--- src/rtl/hsfc_pkg.sv ---
// Package: opcodes and constants for the half/single float converter.
`default_nettype none
package hsfc_pkg;
	typedef enum logic {
		OP_H2S = 1'b0,
		OP_S2H = 1'b1
	} op_t;

	localparam logic [31:0] QNAN_SINGLE = 32'h7FC0_0000;
	localparam logic [31:0] INF_SINGLE  = 32'h7F80_0000;
	localparam logic [14:0] INF_HALF    = 15'h7C00;
	localparam logic [14:0] NAN_HALF    = 15'h7C01;

	typedef struct packed {
		op_t         op;
		logic        sign;
		logic [7:0]  exp;
		logic [22:0] frac;
	} s1_t;
endpackage
`default_nettype wire

--- src/rtl/half_single_float_converter_top.sv ---
// Top level: three-stage pipelined half/single float converter.
// One item is taken every cycle (busy is always low); each result appears
// on result_bits with done high after it has passed the three pipeline
// registers: field unpack, then leading-one search / shift amount, then
// pack. The receiver cannot stall.
`default_nettype none
module half_single_float_converter_top (
	input  wire         clk,
	input  wire         arst_n,
	input  wire         start,
	output logic        busy,
	input  wire         opcode,
	input  wire  [31:0] operand_bits,
	output logic        done,
	output logic [31:0] result_bits
);
	import hsfc_pkg::*;

	s1_t         s1;
	logic        v_s1;
	logic        v_s2, sign_s2;
	op_t         op_s2;
	logic [2:0]  cls_s2;
	logic [7:0]  exp_s2;
	logic [22:0] frac_s2;
	logic [4:0]  sh_s2;
	logic        done_s3;
	logic [31:0] res_s3;

	localparam logic [2:0] C_ZERO = 3'd0, C_NORM = 3'd1, C_SUB = 3'd2,
		C_INF = 3'd3, C_NAN = 3'd4;

	assign busy = 1'b0;

	always_ff @(posedge clk or negedge arst_n) begin
		if (!arst_n) v_s1 <= 1'b0;
		else v_s1 <= start;
	end
	always_ff @(posedge clk) begin
		s1.op <= op_t'(opcode);
		if (opcode == OP_H2S) begin
			s1.sign <= operand_bits[15];
			s1.exp  <= {3'b000, operand_bits[14:10]};
			s1.frac <= {operand_bits[9:0], 13'd0};
		end else begin
			s1.sign <= operand_bits[31];
			s1.exp  <= operand_bits[30:23];
			s1.frac <= operand_bits[22:0];
		end
	end

	logic [2:0] cls_d;
	logic [4:0] sh_d;
	always_comb begin
		cls_d = C_NORM;
		sh_d  = 5'd0;
		if (s1.op == OP_H2S) begin
			if (s1.exp[4:0] == 5'd0) begin
				cls_d = (s1.frac[22:13] == 10'd0) ? C_ZERO : C_SUB;
				for (int i = 0; i < 10; i++)
					if (s1.frac[13 + i]) sh_d = 5'(9 - i);
			end else if (s1.exp[4:0] == 5'd31) begin
				cls_d = (s1.frac[22:13] != 10'd0) ? C_NAN : C_INF;
			end
		end else begin
			if (s1.exp == 8'hFF) cls_d = (s1.frac != 23'd0) ? C_NAN : C_INF;
			else if (s1.exp > 8'd142) cls_d = C_INF;
			else if (s1.exp < 8'd102) cls_d = C_ZERO;
			else if (s1.exp <= 8'd112) begin
				cls_d = C_SUB;
				sh_d  = 5'(8'd113 - s1.exp);
			end
		end
	end

	always_ff @(posedge clk or negedge arst_n) begin
		if (!arst_n) v_s2 <= 1'b0;
		else v_s2 <= v_s1;
	end
	always_ff @(posedge clk) begin
		op_s2 <= s1.op; sign_s2 <= s1.sign; exp_s2 <= s1.exp;
		frac_s2 <= s1.frac; cls_s2 <= cls_d; sh_s2 <= sh_d;
	end

	logic [31:0] r_d;
	logic [22:0] hsub;
	logic [23:0] ssub;
	always_comb begin
		hsub = frac_s2 << (sh_s2 + 5'd1);
		ssub = {1'b1, frac_s2} >> sh_s2;
		r_d  = 32'd0;
		if (op_s2 == OP_H2S) begin
			case (cls_s2)
				C_ZERO:  r_d = {sign_s2, 31'd0};
				C_SUB:   r_d = {sign_s2, 8'(8'd112 - {3'd0, sh_s2}), hsub};
				C_INF:   r_d = {sign_s2, 31'd0} | INF_SINGLE;
				C_NAN:   r_d = QNAN_SINGLE;
				default: r_d = {sign_s2, 8'(exp_s2 + 8'd112), frac_s2};
			endcase
		end else begin
			case (cls_s2)
				C_ZERO:  r_d = {16'd0, sign_s2, 15'd0};
				C_SUB:   r_d = {16'd0, sign_s2, 5'd0, ssub[22:13]};
				C_INF:   r_d = {16'd0, sign_s2, INF_HALF};
				C_NAN:   r_d = {16'd0, sign_s2, NAN_HALF};
				default: r_d = {16'd0, sign_s2, 5'(exp_s2 - 8'd112), frac_s2[22:13]};
			endcase
		end
	end

	always_ff @(posedge clk or negedge arst_n) begin
		if (!arst_n) done_s3 <= 1'b0;
		else done_s3 <= v_s2;
	end
	always_ff @(posedge clk) res_s3 <= r_d;

	assign done = done_s3;
	assign result_bits = res_s3;

	a_lat: assert property (@(posedge clk) disable iff (!arst_n)
		start |-> ##3 done) else $error("lost transfer");
	a_nostart: assert property (@(posedge clk) disable iff (!arst_n)
		!start |-> ##3 !done) else $error("invented transfer");
	a_half_hi: assert property (@(posedge clk) disable iff (!arst_n)
		(v_s2 && op_s2 == OP_S2H) |=> result_bits[31:16] == 16'd0)
		else $error("half result upper bits set");
endmodule
`default_nettype wire

--- config.mk ---
export PLATFORM = sky130hd
export DESIGN_NAME = half_single_float_converter_top
export DESIGN_NICKNAME = d
export VERILOG_FILES = /design/src/rtl/hsfc_pkg.sv /design/src/rtl/half_single_float_converter_top.sv
export SDC_FILE = /design/constraint.sdc
export NUM_CORES = 1
export LEC_CHECK = 0
export BUFFER_PORTS_ARGS = -buffer_cell sky130_fd_sc_hd__buf_2
export CAP_MARGIN = 30
export CORE_AREA = 2 2 101 103
export CTS_CLUSTER_DIAMETER = 80
export CTS_CLUSTER_SIZE = 20
export DETAILED_ROUTE_END_ITERATION = 8
export DIE_AREA = 0 0 103 105
export PLACE_DENSITY = 0.76
export SYNTH_ARGS = -nofsm -noshare
export SYNTH_HDL_FRONTEND = slang
export SYNTH_SLANG_ARGS = --single-unit
--- constraint.sdc ---
create_clock -name clk -period 5 [get_ports clk]
set_input_delay 0.75 -clock clk [delete_from_list [all_inputs] [get_ports clk]]
set_output_delay 0.75 -clock clk [all_outputs]
set_load 0.01 [all_outputs]
======== Word-level counts from Yosys, hierarchy flattened ========
Index checks and enable logic that the tools add are counted.
storage, ports and cells
  register bits ........................... 109
  bits of input ports ..................... 36
  output and inout port bits .............. 34
  word-level logic and storage cells ...... 66
operators by class
  add/sub/neg operators ................... 5
  magnitude comparators ................... 3
  eq/ne operators ......................... 5
  shift operators ......................... 2
  multiplexer cells ....................... 30
  reduce and logical (&&, ||, !) cells .... 5
operators with widths
  cell                                                                    count
  32-bit case mux with 4 select lines                                     1
  5-bit two-way mux                                                       15
  32-bit two-way mux                                                      2
  15-bit case mux with 4 select lines                                     1
  24-bit by 5-bit >> shifter with 23-bit output                           1
  23-bit nonzero test                                                     1
  23-bit by 5-bit << shifter with 23-bit output                           1
  3-bit two-way mux                                                       6
  10-bit zero test                                                        1
  10-bit nonzero test                                                     1
  8-bit by 7-bit adder with 8-bit output (second input constant)          1
  8-bit equality test (second input constant)                             1
  8-bit > comparator (second input constant)                              1
  8-bit by 7-bit <= comparator with 1-bit output (second input constant)  1
  8-bit by 7-bit < comparator with 1-bit output (second input constant)   1
  2-bit two-way mux                                                       4
  7-bit by 5-bit subtractor with 8-bit output (first input constant)      1
  3-bit by 2-bit equality test with 1-bit output (second input constant)  2
  5-bit by 1-bit adder with 5-bit output (second input constant)          1
  5-bit equality test (second input constant)                             1
  5-bit zero test                                                         1
  5-bit subtractor (first input constant)                                 1
  5-bit subtractor (second input constant)                                1
  4-bit two-way mux                                                       1
  2 further kinds                                                         2

======== Depth between registers and ports, before layout ========
Gate-level depths: netlist of run 1.
  depth in word-level cells ............... 12
  depth in mapped cells ................... 13
  mapped depth without buffers ............ 8

======== Least setup slack after synthesis of run 1 ========
OpenSTA, ideal clock, no wires.
  kind .................................... register to register
  start point ............................. register sh_s2[0]
  end point ............................... register res_s3[6] (netlist: result_bits[6])
  setup time .............................. 137 ps
  data arrival time ....................... 2286 ps
  required time ........................... 4863 ps
  path slack .............................. 2577 ps
  stages on the path, launching flop included .. 12
  buffers on the path ..................... 4
  clock period less this slack ............ 2423 ps
  cells stage by stage .................... dfxtp_1 buf_6 buf_12 inv_1 buf_2 ha_1 buf_4 mux2_2 a22oi_1 a21oi_1 a221oi_1 a31oi_1
between the ends
  cells in the longest elaborated chain, start to end .. 4
  elaborated cells on any way between the ends .. 6
  classes of those cells .................. add/sub (1); shift (2); mux (3)
RTL lines
  what                                           line                                    text
  start, declared                                half_single_float_converter_top.sv:26   logic [4:0] sh_s2;
  start signal, assigned                         half_single_float_converter_top.sv:82   frac_s2 <= s1.frac; cls_s2 <= cls_d; sh_s2 <= sh_d;
  5-bit by 1-bit adder with 5-bit output         half_single_float_converter_top.sv:89   hsub = frac_s2 << (sh_s2 + 5'd1);
  23-bit by 5-bit << shifter with 23-bit output  half_single_float_converter_top.sv:89
  32-bit case mux with 4 select lines            half_single_float_converter_top.sv:93   case (cls_s2)
  32-bit two-way mux (*)                         half_single_float_converter_top.sv:92   if (op_s2 == OP_H2S) begin
  net r_d[6]                                     half_single_float_converter_top.sv:85   logic [31:0] r_d;
  end signal, assigned                           half_single_float_converter_top.sv:115  always_ff @(posedge clk) res_s3 <= r_d;
  end, declared                                  half_single_float_converter_top.sv:28   logic [31:0] res_s3;
The timed path passes the listed nets; every way through them passes the cells marked *.
A chain may end at the register's enable or synchronous reset.

======== Worst setup path in the final report of run 1 ========
  start point ............................. register sh_s2[1]
  end point ............................... register res_s3[8] (netlist: result_bits[8])
Same word-level chain as after synthesis.

==> reports/metrics.yaml, run 1 <==
crit_chain: "inv_1 > ha_1 > buf_4 > mux2i_1 > nand2_1 > o21ai_0 > mux2i_1 > a221oi_1 > a32oi_1"
tritoncts: "yes"
timing_max_transition_violations_final: 0
number_of_max_cap_violations: 0
post-cts-setup-buffers: 0
drt_first_pass_iters: 5
placement_rows: 36
worst_skew_pair.late_latency_ns: 0.38
critical-path-slowest-cell: "sky130_fd_sc_hd__dfxtp_1"
result_of_the_run: "finished, final reports clean"
syn-mean-instance-area_um2: 9.236
nets: 656
max_clock_freq_mhz: 297.7
initial_antenna_violation_count: 0
ir_drop_uv: 221.6
timing.max_slew.rel_slack: 0.3785
synthArstFlopShare: 0.02752
cp-end-kind: "flop"
crit_path_frequent_cell: "sky130_fd_sc_hd__mux2i_1"
postRouteWirelength_um: 15430
grt_use_total: 0.2959
die_y_um: 105
synth_cell_types: 66
pwr_density_cell_mw_per_mm2: 314.8
wl_per_cell_um: 20.52
timing.hold.ws_ns: 0.1485
postSynthRegisterBits: 109
cts_repair_resize_count: 0
synth_top_cell_area_share: 0.4024
crit_type: "flop to flop"
vias_in_the_first_global_route: 4292
syn-num-nets: 613
report.final.hold_viol_count: 0
number_of_vias_per_cell: 6.164
cts_sinks: 109
ys.flop_type: "sky130_fd_sc_hd__dfxtp_1"
synthTopCellsByCount: "sky130_fd_sc_hd__dfxtp_1, sky130_fd_sc_hd__nand2_1, sky130_fd_sc_hd__o21ai_0, sky130_fd_sc_hd__nor2_1, sky130_fd_sc_hd__mux2i_1"
cts.reportedPaths.clkPinSlew_ns: 0.10
finalSetupViolations: 0
total_negative_setup_slack_ns: 0
postCtsHoldBufs: 0
design_power_total_uw: 1824
share_of_the_clock_period_used_by_the_worst_path_after_layout: 0.6719
kind_of_start_point_of_the_critical_path: "flop"
ant_nets: 0
htree_num_levels: 3
cpPeakStageDelay_ns: 0.77
grt_remaining_overflow: 0
grt_pass1_wl_um: 24100
critical_path_buf_inv_count: 2
design.portCount: 70
critPathTopFamily: "flip-flops"
path_max_fanout: 22
hold_path_class: "input port to async pin"
timing.critical_path.arrival_ns: 3.58
critical_path_required_ns: 5.22
yosysTopAreaCell: "sky130_fd_sc_hd__dfxtp_1"
antenna_cells: 0
post_synth_edffs: 0
most_numerous_cell_in_the_yosys_netlist: "sky130_fd_sc_hd__dfxtp_1"
cts_max_path_buffers: 2
drtIter0Drc: 494
cts_made_buffers: 9
routabilityCongestion: 1.034
cts.root.buffer_cell: "sky130_fd_sc_hd__clkbuf_8"
design.die.area_mm2: 0.01082
post_synth_main_area_contributors: "sky130_fd_sc_hd__dfxtp_1, sky130_fd_sc_hd__mux2_2, sky130_fd_sc_hd__mux2i_1"
area_growth_pct: 9.893
final.min_clock_period_ns: 3.360
place_hpwl_um: 11540
layout-drive-gt1-share: 0.2100
io_buffers: 68
yosysSeqAreaShare: 0.4166
yosysWarningCount: 0
grt_max_degree: 44
num_vias: 4635
drcViolationCount: 0
worst_slew_pin_slew_ns: 0.9276
final.fill_count: 856
netlist_instances: 571
design.core.area_mm2: 0.009639
die_x_um: 103
power.static_leakage_uw: 0.002309
initial_cell_density_of_the_core: 0.5471
synthesis.area_mm2: 0.005274
rsz0062_at_grt: "no"
worst_clock_skew_ns: 0.01077
report_power, final:
| group | switching, µW | leakage [µW] | total [µW] | internal (µW) |
|---|---|---|---|---|
| clock | 318 | 0.000107 | 573 | 255 |
| combinational | 144 | 0.00128 | 255 | 111 |
| sequential | 65.3 | 0.000920 | 996 | 931 |
path summary, 6_finish.rpt:
path / from / end / slack [ns] / cells past startpoint
worst max register to register: sh_s2[1] / result_bits[8] / 1.64 / 9
worst min-delay path: arst_n / v_s2 / 0.15 / 1
min in group clk: s1[10] / frac_s2[10] / 0.34 / 0
worst max-delay path: sh_s2[1] / result_bits[8] / 1.64 / 9
max in group asynchronous: arst_n / done / 4.74 / 1
worst min register to register: s1[10] / frac_s2[10] / 0.34 / 0
layer usage:
layer	track usage	wire length [µm]
met4	0.1222	681
met3	0.06622	1285
met2	0.4536	7055
met5	0	0
met1	0.3993	6407
area by class of cell:
class                      instances  area (µm²)  area share
multi-input combinational        406        2779      0.4795
sequential                       109        2197      0.3791
timing repair buffer              72       377.9     0.06520
tap                              133       166.4     0.02871
clock buffer                      10       137.6     0.02375
clock inverter                     6       77.57     0.01339
inverter                          16       60.06     0.01036
layout by cell type (no fill, tap or decap), types with 5 or more instances in the layout:
master,netlist,routed
sky130_fd_sc_hd__mux2i_1,30,30
sky130_fd_sc_hd__and3_1,5,5
sky130_fd_sc_hd__buf_2,9,68
sky130_fd_sc_hd__and2_1,17,17
sky130_fd_sc_hd__xnor2_1,9,8
sky130_fd_sc_hd__a31oi_1,11,11
sky130_fd_sc_hd__nand3_1,15,15
sky130_fd_sc_hd__inv_1,15,15
sky130_fd_sc_hd__a32oi_1,5,5
sky130_fd_sc_hd__a21oi_1,27,27
sky130_fd_sc_hd__dfxtp_1,106,106
sky130_fd_sc_hd__clkbuf_8,0,10
sky130_fd_sc_hd__mux4_2,6,6
sky130_fd_sc_hd__nor3_1,10,10
sky130_fd_sc_hd__nor2_1,33,33
sky130_fd_sc_hd__mux2_2,27,27
sky130_fd_sc_hd__o21ai_0,39,39
sky130_fd_sc_hd__a211oi_1,11,11
sky130_fd_sc_hd__ha_1,6,6
sky130_fd_sc_hd__nand2_1,79,79
sky130_fd_sc_hd__a221oi_1,14,14
sky130_fd_sc_hd__o22ai_1,5,5
state kept, by name (all words and copies together), names as in the netlist:
name and flops:
frac_s2 23, v_s1 1, exp_s2 8, sh_s2 5, sign_s2 1, cls_s2 3, v_s2 1, done 1
s1 33, op_s2 1, result_bits 32
through the flow:
stage	instance area [µm²]	util	cells	setup slack (ns)
floorplan	5274	-	571	2.577
global placement	5565	0.5774	735	1.718
detailed placement	5580	0.5789	736	1.661
CTS	5796	0.6012	752	1.649
global route	5796	0.6012	752	1.378
finish	5796	0.6012	752	1.640
kinds of logic after synthesis:
group	share of synthesized area
simple gates	0.1592
compound gates	0.1768
flops	0.4166
mux	0.1502
buf+inv	0.05789
xor+xnor	0.02444
fa+ha+maj	0.01423
other cells	0.0007111
(Power assumes the default switching activity.)
==> run 2, diff against run 1 <==
==> constraint.sdc (replaced) <==
create_clock -name clk -period 3.2 [get_ports clk]
set_input_delay 0.48 -clock clk [delete_from_list [all_inputs] [get_ports clk]]
set_output_delay 0.48 -clock clk [all_outputs]
set_load 0.01 [all_outputs]
==> reports/metrics.yaml, run 2 (synthesis gave the netlist of run 1 again) <==
result_of_the_run: "finished, final reports clean"
total_negative_setup_slack_ns: 0  # unchanged
worst_slack_at_placement_ns: 0.6096  # -1.052 ns
number_of_max_cap_violations: 0  # unchanged
share_of_the_clock_period_used_by_the_worst_path_after_layout: 0.8396  # +0.1676
power.static_leakage_uw: 0.002372  # +2.7%
place_hpwl_um: 12440  # +7.8%
dpl-instance-area_mm2: 0.005663  # +1.5%
design.portCount: 70  # unchanged
ant_nets: 0  # unchanged
grt_max_degree: 41  # -6.8%
kind_of_start_point_of_the_critical_path: "flop"
timing.max_slew.rel_slack: 0.3413  # -0.03724
routabilityCongestion: 1.066  # +3.1%
share_of_power_burned_in_registers: 0.555  # +0.009
drtIter0Drc: 625  # +27%
cts.reportedPaths.clkPinSlew_ns: 0.12  # +0.02 ns
hold_path_class: "input port to flop"
cts_max_path_buffers: 2  # unchanged
ir_drop_uv: 305.9  # +38%
max_flop_register: "s1"
die_y_um: 105  # unchanged
wl_per_cell_um: 21.05  # +2.6%
design.core.area_mm2: 0.009639  # unchanged
cp-end-kind: "flop"
worst_slew_pin_slew_ns: 0.9810  # +0.05337 ns
vias_in_the_first_global_route: 4375  # +1.9%
commonest_non_fill_non_tap_cell_in_the_layout: "sky130_fd_sc_hd__dfxtp_1"
critical_path_required_ns: 3.43  # -1.79 ns
cts.root.buffer_cell: "sky130_fd_sc_hd__clkbuf_8"
grt_pass1_wl_um: 24730  # +2.6%
final_cell_area_mm2: 0.005883  # +1.5%
p_int_uw: 1948  # +50%
number_of_vias_per_cell: 6.151  # -0.20%
power.share.combinational: 0.147  # +0.007
area_growth_pct: 11.55
clockPowerShare: 0.298  # -0.016
max_clock_freq_mhz: 372.2  # +25%
grt_use_total: 0.3048  # +0.008984
postRouteWirelength_um: 16130  # +4.5%
timing.critical_path.arrival_ns: 2.92  # -0.66 ns
initial_antenna_violation_count: 0  # unchanged
nets: 670  # +2.1%
layout.cells.most_common_list: "sky130_fd_sc_hd__dfxtp_1, sky130_fd_sc_hd__nand2_1, sky130_fd_sc_hd__buf_2"
timing.final.ws_setup_ns: 0.5134  # -1.127 ns
cts_repair_resize_count: 0  # unchanged
crit-reg2reg-launch: "sh_s2[1]"
grt_remaining_overflow: 0  # unchanged
timing_max_transition_violations_final: 0  # unchanged
report.final.hold_viol_count: 0  # unchanged
final.min_clock_period_ns: 2.687  # -0.6731 ns
path_max_fanout: 13  # -41%
pwr_density_cell_mw_per_mm2: 476.1  # +51%
r2r-end: "result_bits[5]"
antenna_cells: 0  # unchanged
io_buffers: 68  # unchanged
worst_skew_pair.late_latency_ns: 0.37  # about the same
finalSetupViolations: 0  # unchanged
die_x_um: 103  # unchanged
placement_rows: 36  # unchanged
design_power_total_uw: 2801  # +54%
cts_made_buffers: 9  # unchanged
crit_path_start: "sh_s2[1]"
num_vias: 4712  # +1.7%
drcViolationCount: 0  # unchanged
initial_cell_density_of_the_core: 0.5471  # unchanged
fin_util: 0.6103  # +0.009086
drt_first_pass_iters: 5  # unchanged
endpoint: "result_bits[5]"
worst_clock_skew_ns: 0.01759  # +0.006821 ns
largest_register_ffs: 33  # unchanged
rr_worst_depth: 9  # unchanged
tritoncts: "yes"
crit_type: "flop to flop"
switching_power_uw: 852.9  # +62%
register_to_register_setup_slack_ns: 0.51  # -1.13 ns
switching_share: 0.3045  # +0.01537
cts_sinks: 109  # unchanged
layout-drive-gt1-share: 0.2243  # +0.01431
rsz0062_at_grt: "no"
htree_num_levels: 3  # unchanged
min_path_cells: 1
design.die.area_mm2: 0.01082  # unchanged
[run 2: timing repair]
item                      in CTS  in global routing
hold buffers                   1                  0
setup buffers                  0                  0
hold endpoints to repair       3                  0
[run 2: metrics by stage]
stage	hold slack (ns)	instances
global placement	0.2729	749
floorplan	0.1844	571
global route	0.1826	766
detailed placement	0.2789	749
finish	0.2012	766
CTS	0.1902	766
[run 2: area by class of cell]
class	count	area, µm²
Fill cell	855	3756
Sequential cell	109	2197
Timing Repair Buffer	86	478.0
Clock inverter	7	86.33
Multi-Input combinational cell	406	2771
Tap cell	133	166.4
Inverter	16	60.06
Clock buffer	9	123.9
[run 2: worst min path at each step]
stage,to,slack [ns],startpoint
2_1_floorplan,done,0.18,arst_n
3_3_place_gp,done,0.27,arst_n
3_5_place_dp,v_s1,0.28,arst_n
4_1_cts,v_s1,0.19,start
5_1_grt,v_s1,0.18,start
6_report,v_s1,0.20,start
[run 2: power groups by stage]
stage	combinational, µW	sequential (µW)	clock [µW]
after global placement	404	1580	0
after global routing	450	1560	905
after detailed placement	402	1580	0
after CTS	405	1550	853
after floorplan	254	1560	0
final	412	1550	835
[run 2: worst max-delay path: stages, from the launching register on]
cell and delay, ns:
sky130_fd_sc_hd__dfxtp_1 0.37, sky130_fd_sc_hd__inv_1 0.12, sky130_fd_sc_hd__ha_1 0.66, sky130_fd_sc_hd__buf_4 0.28, sky130_fd_sc_hd__mux2i_1 0.27, sky130_fd_sc_hd__mux2i_1 0.24, sky130_fd_sc_hd__nand2_1 0.13, sky130_fd_sc_hd__nand2_1 0.13
sky130_fd_sc_hd__a221oi_1 0.28, sky130_fd_sc_hd__a31oi_1 0.07
[run 2: metal layers]
metal | up-vias | GRT usage | wire [µm]
li1 | 2159 | - | -
met4 | 0 | 0.1391 | 835
met1 | 2174 | 0.4083 | 6476
met5 | - | 0 | 0
met3 | 59 | 0.06555 | 1418
met2 | 320 | 0.4666 | 7396
==> run 3, diff against run 2 <==
==> constraint.sdc (replaced) <==
create_clock -name clk -period 2.65 [get_ports clk]
set_input_delay 0.3975 -clock clk [delete_from_list [all_inputs] [get_ports clk]]
set_output_delay 0.3975 -clock clk [all_outputs]
set_load 0.01 [all_outputs]
==> reports/metrics.yaml, run 3 (synthesis gave the netlist of run 1 again) <==
crit-reg2reg-launch: "sh_s2[0]"
design.core.area_mm2: 0.009639  # unchanged
final_cell_area_mm2: 0.005998  # +2.0%
drt_first_pass_iters: 5  # unchanged
initial_cell_density_of_the_core: 0.5471  # unchanged
num_vias: 4716  # +0.085%
number_of_vias_per_cell: 6.031  # -2.0%
io_buffers: 68  # unchanged
total_negative_setup_slack_ns: 0  # unchanged
finalSetupViolations: 0  # unchanged
worst_slew_pin_slew_ns: 0.5734  # -0.4076 ns
die_y_um: 105  # unchanged
worst_slack_at_placement_ns: 0.2140  # -0.3956 ns
routabilityCongestion: 1.051  # -1.4%
worstHoldEndpoint: "v_s1"
grt_use_total: 0.2987  # -0.006129
register_to_register_setup_slack_ns: 0.14  # -0.38 ns
largest_register_ffs: 33  # unchanged
area_growth_pct: 13.74
initial_antenna_violation_count: 0  # unchanged
share_of_the_clock_period_used_by_the_worst_path_after_layout: 0.9484  # +0.1088
tritoncts: "yes"
design.portCount: 70  # unchanged
layout.cells.most_common_list: "sky130_fd_sc_hd__dfxtp_1, sky130_fd_sc_hd__nand2_1, sky130_fd_sc_hd__buf_2"
design_power_total_uw: 3328  # +19%
grt_remaining_overflow: 0  # unchanged
cts.root.buffer_cell: "sky130_fd_sc_hd__clkbuf_8"
worst_skew_pair.late_latency_ns: 0.38  # about the same
dpl-instance-area_mm2: 0.005808  # +2.6%
kind_of_start_point_of_the_critical_path: "flop"
cp-end-kind: "flop"
finish.cell_count_without_fillers: 782  # +2.1%
antenna_cells: 0  # unchanged
crit_type: "flop to flop"
commonest_non_fill_non_tap_cell_in_the_layout: "sky130_fd_sc_hd__dfxtp_1"
place_hpwl_um: 12160  # -2.2%
pwr_density_cell_mw_per_mm2: 554.8  # +17%
path_max_fanout: 19  # +6
ir_drop_uv: 493.0  # +61%
report.final.hold_viol_count: 0  # unchanged
max_flop_register: "s1"
grt_max_degree: 44  # +7.3%
cts.reportedPaths.clkPinSlew_ns: 0.10  # -0.02 ns
post-cts-setup-buffers: 0  # unchanged
timing.critical_path.arrival_ns: 2.80  # -0.12 ns
wl_per_cell_um: 20.01  # -4.9%
timing.max_slew.rel_slack: 0.6172  # +0.2759
hold_path_class: "input port to flop"
vias_in_the_first_global_route: 4486  # +2.5%
placement_rows: 36  # unchanged
grt_pass1_wl_um: 24420  # -1.3%
r2r-end: "result_bits[12]"
min_path_cells: 1  # unchanged
drtIter0Drc: 399  # -36%
result_of_the_run: "finished, final reports clean"
timing.final.ws_setup_ns: 0.1369  # -0.3766 ns
cts_max_path_buffers: 2  # unchanged
final.min_clock_period_ns: 2.513  # -0.1734 ns
layout-drive-gt1-share: 0.2419  # +0.01758
worst_clock_skew_ns: 0.02047  # +0.002883 ns
cts_sinks: 109  # unchanged
number_of_max_cap_violations: 0  # unchanged
max_clock_freq_mhz: 397.9  # +6.9%
drcViolationCount: 0  # unchanged
htree_num_levels: 3  # unchanged
hold_path.startpoint: "start"
power.static_leakage_uw: 0.002438  # +2.8%
rr_worst_depth: 12  # +3
timing_max_transition_violations_final: 0  # unchanged
nets: 686  # +2.4%
rsz0062_at_grt: "no"
dp_cells: 765  # +2.1%
die_x_um: 103  # unchanged
cts_made_buffers: 9  # unchanged
ant_nets: 0  # unchanged
design.die.area_mm2: 0.01082  # unchanged
postRouteWirelength_um: 15650  # -3.0%
critical_path_required_ns: 2.93  # -0.50 ns
crit_path_start: "sh_s2[0]"
run 3: critical path, stage by stage (launching register included):
cell and delay [ns]:
sky130_fd_sc_hd__dfxtp_1 0.39, sky130_fd_sc_hd__inv_1 0.09, sky130_fd_sc_hd__ha_1 0.35, sky130_fd_sc_hd__buf_12 0.18, sky130_fd_sc_hd__buf_4 0.16, sky130_fd_sc_hd__mux2i_1 0.14
sky130_fd_sc_hd__nand2_1 0.09, sky130_fd_sc_hd__o21ai_0 0.08, sky130_fd_sc_hd__buf_4 0.15, sky130_fd_sc_hd__mux2i_1 0.36, sky130_fd_sc_hd__buf_4 0.18, sky130_fd_sc_hd__nand2_1 0.06
sky130_fd_sc_hd__a32oi_1 0.19
run 3: per-layer routing:
layer	track usage	up-vias	routed length (µm)
met5	0	-	0
met4	0.1335	0	660
met3	0.06154	46	1282
met2	0.4522	255	7203
met1	0.4075	2208	6503
li1	-	2207	-
run 3: power by group:
group          total (µW)  switching [µW]  internal [µW]
logic                 504             279            224
registers            1870             117           1760
clock network         950             591            360
run 3: how the worst max path moves through the flow:
stage                     slack (ns)         endpoint  cells past startpoint
after floorplan                 0.23   result_bits[6]                     11
final                           0.14  result_bits[12]                     12
after detailed placement        0.21  result_bits[13]                      9
after global placement          0.23  result_bits[13]                      9
after global routing          0.0002  result_bits[13]                      9
after CTS                       0.19  result_bits[13]                      9
run 3: what timing repair did:
action                                 in CTS  in global routing
endpoints found under the hold margin       3                  0
gates resized for setup                     0                  0
hold buffers                                1                  0
setup endpoints to repair                   0                  0
run 3: cell type report:
cell class | count | area [µm²]
Clock inverter | 6 | 52.55
Multi-Input combinational cell | 406 | 2771
Sequential cell | 109 | 2197
Fill cell | 871 | 3641
Clock buffer | 10 | 127.6
Tap cell | 133 | 166.4
Timing Repair Buffer | 102 | 623.1
Inverter | 16 | 60.06
run 3: stage by stage:
stage	hold slack [ns]	utilization
2_1_floorplan	0.1019	-
3_3_place_gp	0.1949	0.6025
3_5_place_dp	0.1958	0.6025
4_1_cts	0.1113	0.6223
5_1_grt	0.1071	0.6223
6_report	0.1276	0.6223
